File: src/hw/rtl/sam_pkg.sv
// Shared types and constants for the surge arrester companion step block.
package sam_pkg;

  localparam int VALUE_WIDTH_DEF   = 48;
  localparam int FRACTION_BITS_DEF = 24;
  localparam int DT_BITS           = 48;
  localparam int MUL_W             = 64;
  localparam int ACC_W             = 2 * MUL_W;
  localparam int STEP_W            = 32;
  localparam int ENERGY_W          = 64;
  localparam int OPCODE_W          = 2;
  localparam int CFG_INDEX_W       = 3;

  typedef enum logic [1:0] {
    OP_CHECK  = 2'd0,
    OP_COMMIT = 2'd1,
    OP_CLEAR  = 2'd2,
    OP_NONE   = 2'd3
  } opcode_t;

  typedef enum logic [1:0] {
    CHG_NONE   = 2'd0,
    CHG_ADD    = 2'd1,
    CHG_REMOVE = 2'd2
  } change_t;

  typedef enum logic [2:0] {
    REG_KNEE      = 3'd0,
    REG_GAP       = 3'd1,
    REG_SLOPE     = 3'd2,
    REG_IND       = 3'd3,
    REG_ADMIT     = 3'd4,
    REG_KNEE_BIAS = 3'd5,
    REG_GAP_BIAS  = 3'd6,
    REG_TSTEP     = 3'd7
  } reg_index_t;

  // Operand pairs for the shared multiplier
  typedef enum logic [3:0] {
    MS_VY,   // volts * admittance
    MS_VR,   // slope resistance * drive
    MS_DQ,   // time step * amps, 48 fraction bits
    MS_EN,   // dq * vr, 64-bit saturation
    MS_YZ,   // admittance * inductor impedance
    MS_INJ,  // history * yzl
    MS_YR,   // admittance * slope resistance
    MS_BT,   // yr * bias current
    MS_BTG   // yr * gap bias current
  } mul_sel_t;

  typedef enum logic [4:0] {
    ST_IDLE, ST_DISPATCH,
    ST_YR_GO, ST_YR_WAIT, ST_BTG_GO, ST_BTG_WAIT, ST_SPARK,
    ST_VY_GO, ST_VY_WAIT, ST_DRIVE, ST_VR_GO, ST_VR_WAIT,
    ST_DQ_GO, ST_DQ_WAIT, ST_EN_GO, ST_EN_WAIT,
    ST_DIV_GO, ST_DIV_WAIT, ST_YZ_GO, ST_YZ_WAIT,
    ST_INJ_GO, ST_INJ_WAIT, ST_BT_GO, ST_BT_WAIT,
    ST_FINISH, ST_POST
  } state_t;

  typedef struct packed {
    logic     capture;
    logic     mul_start;
    mul_sel_t mul_sel;
    logic     div_start;
    logic     ld_amps;
    logic     ld_drive;
    logic     ld_vr;
    logic     ld_dq;
    logic     ld_energy;
    logic     ld_hist;
    logic     ld_yzl;
    logic     ld_inj;
    logic     ld_yr;
    logic     ld_bt;
    logic     spark;
    logic     finish;
    logic     commit;
    logic     clear;
    logic     post;
  } cmd_t;

  typedef struct packed {
    opcode_t op;
    logic    cond;
    logic    over_gap;
    logic    zl_nz;
    logic    mul_done;
    logic    div_done;
    logic    out_free;
  } status_t;

endpackage

File: src/hw/rtl/sam_ctrl.sv
// Controller: sequences the multiplies and the divide of one transaction.
module sam_ctrl import sam_pkg::*; (
  input  logic    clk,
  input  logic    rst,
  input  logic    in_valid,
  output logic    in_ready,
  input  status_t status,
  output cmd_t    cmd
);

  state_t state, state_next;

  always_ff @(posedge clk) begin
    if (rst) state <= ST_IDLE;
    else     state <= state_next;
  end

  always_comb begin
    state_next = state;
    cmd        = '0;
    cmd.mul_sel = MS_VY;
    in_ready   = 1'b0;
    unique case (state)
      ST_IDLE: begin
        in_ready = 1'b1;
        if (in_valid) begin
          cmd.capture = 1'b1;
          state_next  = ST_DISPATCH;
        end
      end
      ST_DISPATCH: begin
        unique case (status.op)
          OP_CHECK: begin
            if (status.cond)          state_next = ST_VY_GO;
            else if (status.over_gap) state_next = ST_YR_GO;
            else                      state_next = ST_POST;
          end
          OP_COMMIT: begin
            cmd.commit = 1'b1;
            state_next = ST_POST;
          end
          OP_CLEAR: begin
            cmd.clear  = 1'b1;
            state_next = ST_POST;
          end
          OP_NONE: state_next = ST_POST;
        endcase
      end
      ST_YR_GO: begin
        cmd.mul_start = 1'b1; cmd.mul_sel = MS_YR; state_next = ST_YR_WAIT;
      end
      ST_YR_WAIT: if (status.mul_done) begin
        cmd.ld_yr  = 1'b1;
        state_next = status.cond ? ST_BT_GO : ST_BTG_GO;
      end
      ST_BTG_GO: begin
        cmd.mul_start = 1'b1; cmd.mul_sel = MS_BTG; state_next = ST_BTG_WAIT;
      end
      ST_BTG_WAIT: if (status.mul_done) begin
        cmd.ld_bt = 1'b1; state_next = ST_SPARK;
      end
      ST_SPARK: begin
        cmd.spark = 1'b1; state_next = ST_POST;
      end
      ST_VY_GO: begin
        cmd.mul_start = 1'b1; cmd.mul_sel = MS_VY; state_next = ST_VY_WAIT;
      end
      ST_VY_WAIT: if (status.mul_done) begin
        cmd.ld_amps = 1'b1; state_next = ST_DRIVE;
      end
      ST_DRIVE: begin
        cmd.ld_drive = 1'b1; state_next = ST_VR_GO;
      end
      ST_VR_GO: begin
        cmd.mul_start = 1'b1; cmd.mul_sel = MS_VR; state_next = ST_VR_WAIT;
      end
      ST_VR_WAIT: if (status.mul_done) begin
        cmd.ld_vr = 1'b1; state_next = ST_DQ_GO;
      end
      ST_DQ_GO: begin
        cmd.mul_start = 1'b1; cmd.mul_sel = MS_DQ; state_next = ST_DQ_WAIT;
      end
      ST_DQ_WAIT: if (status.mul_done) begin
        cmd.ld_dq = 1'b1; state_next = ST_EN_GO;
      end
      ST_EN_GO: begin
        cmd.mul_start = 1'b1; cmd.mul_sel = MS_EN; state_next = ST_EN_WAIT;
      end
      ST_EN_WAIT: if (status.mul_done) begin
        cmd.ld_energy = 1'b1;
        // no inductor: history keeps its value
        state_next    = status.zl_nz ? ST_DIV_GO : ST_YZ_GO;
      end
      ST_DIV_GO: begin
        cmd.div_start = 1'b1; state_next = ST_DIV_WAIT;
      end
      ST_DIV_WAIT: if (status.div_done) begin
        cmd.ld_hist = 1'b1; state_next = ST_YZ_GO;
      end
      ST_YZ_GO: begin
        cmd.mul_start = 1'b1; cmd.mul_sel = MS_YZ; state_next = ST_YZ_WAIT;
      end
      ST_YZ_WAIT: if (status.mul_done) begin
        cmd.ld_yzl = 1'b1; state_next = ST_INJ_GO;
      end
      ST_INJ_GO: begin
        cmd.mul_start = 1'b1; cmd.mul_sel = MS_INJ; state_next = ST_INJ_WAIT;
      end
      ST_INJ_WAIT: if (status.mul_done) begin
        cmd.ld_inj = 1'b1; state_next = ST_YR_GO;
      end
      ST_BT_GO: begin
        cmd.mul_start = 1'b1; cmd.mul_sel = MS_BT; state_next = ST_BT_WAIT;
      end
      ST_BT_WAIT: if (status.mul_done) begin
        cmd.ld_bt = 1'b1; state_next = ST_FINISH;
      end
      ST_FINISH: begin
        cmd.finish = 1'b1; state_next = ST_POST;
      end
      ST_POST: if (status.out_free) begin
        cmd.post = 1'b1; state_next = ST_IDLE;
      end
      default: state_next = ST_IDLE;
    endcase
  end

endmodule

File: config.mk
export PLATFORM = sky130hd
export DESIGN_NAME = sam_ctrl
export DESIGN_NICKNAME = d
export VERILOG_FILES = /design/src/hw/rtl/sam_pkg.sv /design/src/hw/rtl/sam_ctrl.sv
export SDC_FILE = /design/constraint.sdc
export NUM_CORES = 1
export LEC_CHECK = 0
export CAP_MARGIN = 0
export CORE_MARGIN = 2
export CORE_UTILIZATION = 55
export CTS_CLUSTER_SIZE = 30
export DETAILED_ROUTE_END_ITERATION = 7
export DONT_BUFFER_PORTS = 1
export PLACE_DENSITY = 0.7
export SETUP_SLACK_MARGIN = 0.2
export SKIP_CTS_REPAIR_TIMING = 1
export SLEW_MARGIN = 30
export SYNTH_ARGS = -nofsm -noshare
export SYNTH_HDL_FRONTEND = slang
export SYNTH_SLANG_ARGS = --single-unit
File: constraint.sdc
create_clock -name clk -period 5.1 [get_ports clk]
set_clock_uncertainty 0.1 [all_clocks]
set_input_delay 0.765 -clock clk [delete_from_list [all_inputs] [get_ports clk]]
set_output_delay 0.765 -clock clk [all_outputs]
set_load 0.01 [all_outputs]
# Yosys cells after proc, flatten, opt, wreduce, memory -nomap -nowiden
# Cells that the tools add are included.
# classes
muxes,42
n_reduce_logical,6
n_eq_ne,40
# op_table
op,n
$pmux W5 S25,1
$mux W5,15
$eq A5 B5 Y1 const B,10
$pmux W5 S9,1
$eq A5 B4 Y1 const B,8
$ne A2 B2 Y1 const B,12
$mux W1,22
$eq A5 B3 Y1 const B,4
$reduce_and A12 Y1,1
$eq A5 B2 Y1 const B,2
$pmux W5 S2,1
$eq A5 B1 Y1 const B,1
$logic_not A5 Y1,1
$eq A2 B2 Y1 const B,2
$mux W2,2
$reduce_or A2 Y1,2
$reduce_or A3 Y1,1
$eq A2 B1 Y1 const B,1
$logic_not A2 Y1,1
# totals
ff_bits,5

# Logic depth before layout (Yosys ltp)
# logic_depth
word_depth,4
mapped_depth,7
ltp_nobuf,5

# Worst setup path before layout
# No wires, ideal clock.
# synth_timing
path_type,in2out
startpoint,input port status[2] (netlist bit)
endpoint,output port cmd[5] (netlist bit)
stages,2
required_time_ps,4235
slack_ps,2945
arrival_ps,1290
path_buffers,0
cell_sequence,nand2_1 > nor4bb_1
# synth_lines
item,line,text
start: declaration,sam_ctrl.sv:7,"input status_t status,"
end: declaration,sam_ctrl.sv:8,output cmd_t cmd

==> flow_summary.toml <==
[run_status]
outcome = "finished clean"

[cts]
worstSkewPairLatency_ns = 0.24
numCtsBuffers = 3
cts_root_buf = "clkbuf_4"
path_clk_slew_ns = 0.04
cts_tree = "done"
cts.htree.levels = 1
cts.sinks = 5
clockBufferDepth = 2

[floorplan]
initial_core_util = 0.5706
die_x_um = 42.84
io_pins = 34
die_y_um = 42.84
rows = 14
core-area_um2 = 1454
die_area_um2 = 1835

[synth]
ys_seq_elements = 5
async_reset_ff_frac = 0
synthFlopType = "dfxtp_1"
ys_seq_area_frac = 0.1207
synth_area_per_cell_um2 = 6.481
synthCells = 128
synthDistinctLibCells = 52
synth-edff-count = 0
synth.yosys.warnings = 0
syn_nets = 139
synth.cell_area_um2 = 829.5

[worst_setup_path]
path_cells = "nor2_1, o21a_1, a31o_2, o22ai_1"
r2r_slack_ns = 2.92
cp_num_buf_inv = 0
crit_family = "flip-flops"
worstPathRequired_ns = 4.24
crit_cells = 4
r2r_cells = 5
startpoint = "state[1]"
slowest_stage = "dfxtp_1"
reg2reg_to = "state[2]"
endpoint_kind = "output pin"
critPathMaxStageDelay_ns = 0.81
cp_max_fo = 23
cp-endpoint = "cmd[20]"
crit_path_start_kind = "flip-flop"
r2r-start = "state[4]"
cp.arrival_ns = 1.96
worstSetupPathType = "reg -> out"

[finish]
largest_reg_flops = 5
post_route_cells_drive_above_1_share = 0.1074
regMostFlops = "state"
final_nets = 133
largestRegisters = "state: 5 flops"
final_core_util = 0.5611
diodes = 0
syn2layout_area_growth_pct = -1.659
num-fill-cells = 160
finalNonFillerCells = 137

[timing]
rsz0062_at_grt = "false"
setup_viol = 0
period_needed_ns = 2.828
setup_ws_ns = 2.272
whs_ns = 0.4887
max_slew_margin = 0.4831
finalHoldViolations = 0
finalMaxSlewViolations = 0
worst_slew_pin_slew_ns = 0.7742
fin_setup_tns_ns = 0
period_share = 0.5545
clock.fmax_ghz = 0.3536

[pwr]
power_per_cell_area_nw_per_um2 = 548.2
power_leakage_nw = 0.2643
max-vdd-ir-drop_mv = 0.2014

[route]
drtAntennaViolNets = 0
drt-vias-per-instance = 7.109
drt_pre_antenna_iters = 4
routed-via-count = 974
wl_per_cell_um = 15.97
finalWirelength_um = 2188
first_iter_violations = 32
drc_errors = 0

[placed_design]
place_congestion = 0.9266
dpl.cell_count = 133
io_buffers = 0
place_ws_ns = 2.567
detailed_place_hpwl_um = 1588

[grt]
grt_max_degree = 24
grt_antenna_before_repair = 0
grt_pass1_wl_um = 3505
grt_pass1_vias = 757
grt_overflow_total = 0
grtUsageTotal = 0.2430

[worst_hold_path]
hold_path_class = "in -> reg"

[run]
max_cap_violations = 0
## synthesized netlist by cell type (2+ instances only)
library cell / n / area (um2)
buf_2: 3 / 15.01
nor3b_1: 2 / 15.01
o21ai_0: 5 / 25.02
clkbuf_1: 4 / 15.01
nand3_1: 3 / 15.01
inv_1: 3 / 11.26
dfxtp_1: 5 / 100.1
buf_4: 2 / 15.01
a21oi_1: 11 / 55.05
nor2_1: 14 / 52.55
o31ai_1: 3 / 22.52
o21a_1: 2 / 15.01
a211oi_1: 2 / 15.01
nand2b_1: 5 / 31.28
nor4_1: 4 / 25.02
nand2_1: 13 / 48.80
o22ai_1: 2 / 12.51
nor3_1: 9 / 45.04
and3_1: 3 / 18.77
## placed cells by master, fill, tap and decap left out, types with 2 or more instances in the layout
cell type | netlist | final
o31ai_1 | 3 | 3
nor4_1 | 4 | 4
o21ai_0 | 5 | 5
dfxtp_1 | 5 | 5
o21a_1 | 2 | 2
nor3_1 | 9 | 9
nor2_1 | 14 | 14
a211oi_1 | 2 | 2
nand2_1 | 13 | 13
nand2b_1 | 5 | 5
a21oi_1 | 11 | 11
nor3b_1 | 2 | 2
and3_1 | 3 | 3
inv_1 | 3 | 3
clkbuf_4 | 0 | 3
o22ai_1 | 2 | 2
nand3_1 | 3 | 3
## report_power, final
part / total (mW) / switching (mW) / internal [mW]
logic: 0.277 / 0.165 / 0.112
clock network: 0.0446 / 0.0151 / 0.0295
registers: 0.125 / 0.0722 / 0.0531
total: 0.447 / 0.252 / 0.195
## metrics by stage
stage / instance area [um2] / power, mW
3_3_place_gp: 789.5 / 0.3957
2_1_floorplan: 829.5 / 0.3618
6_report: 815.8 / 0.4472
3_5_place_dp: 789.5 / 0.3982
5_1_grt: 815.8 / 0.4867
4_1_cts: 815.8 / 0.4442
## area by class of cell
| class | instances | area, um2 | share of cell area |
|---|---|---|---|
| clock buffers | 4 | 26.28 | 0.03221 |
| well taps | 16 | 20.02 | 0.02454 |
| inverters | 4 | 15.01 | 0.01840 |
| flip-flops and latches | 5 | 100.1 | 0.1227 |
| multi-input cells | 108 | 654.4 | 0.8021 |
## how the worst min path moves through the flow
stage                     to  cells after the start  slack (ns)  startpoint
finish              state[0]                      1        0.49         rst
detailed placement  state[0]                      2        0.68    state[0]
global placement    state[0]                      2        0.66    state[0]
floorplan           state[2]                      3        0.55    state[2]
CTS                 state[0]                      1        0.49         rst
global route        state[0]                      1        0.47         rst
## cell families after synthesis
logic type | synth area share
buffers and inverters | 0.09047
AO/OA/AOI/OAI | 0.3258
AND/OR/NAND/NOR | 0.4374
multiplexers | 0.02564
flip-flops | 0.1207
## routing by layer
layer  track usage  wire length [um]  vias up
met2        0.3636               973       66
met1        0.3445               928      431
met4       0.03750                21        0
li1              -                 -      472
met3       0.07660               265        5
met5             0                 0        -
No activity file was read; power rests on OpenSTA's default activity.
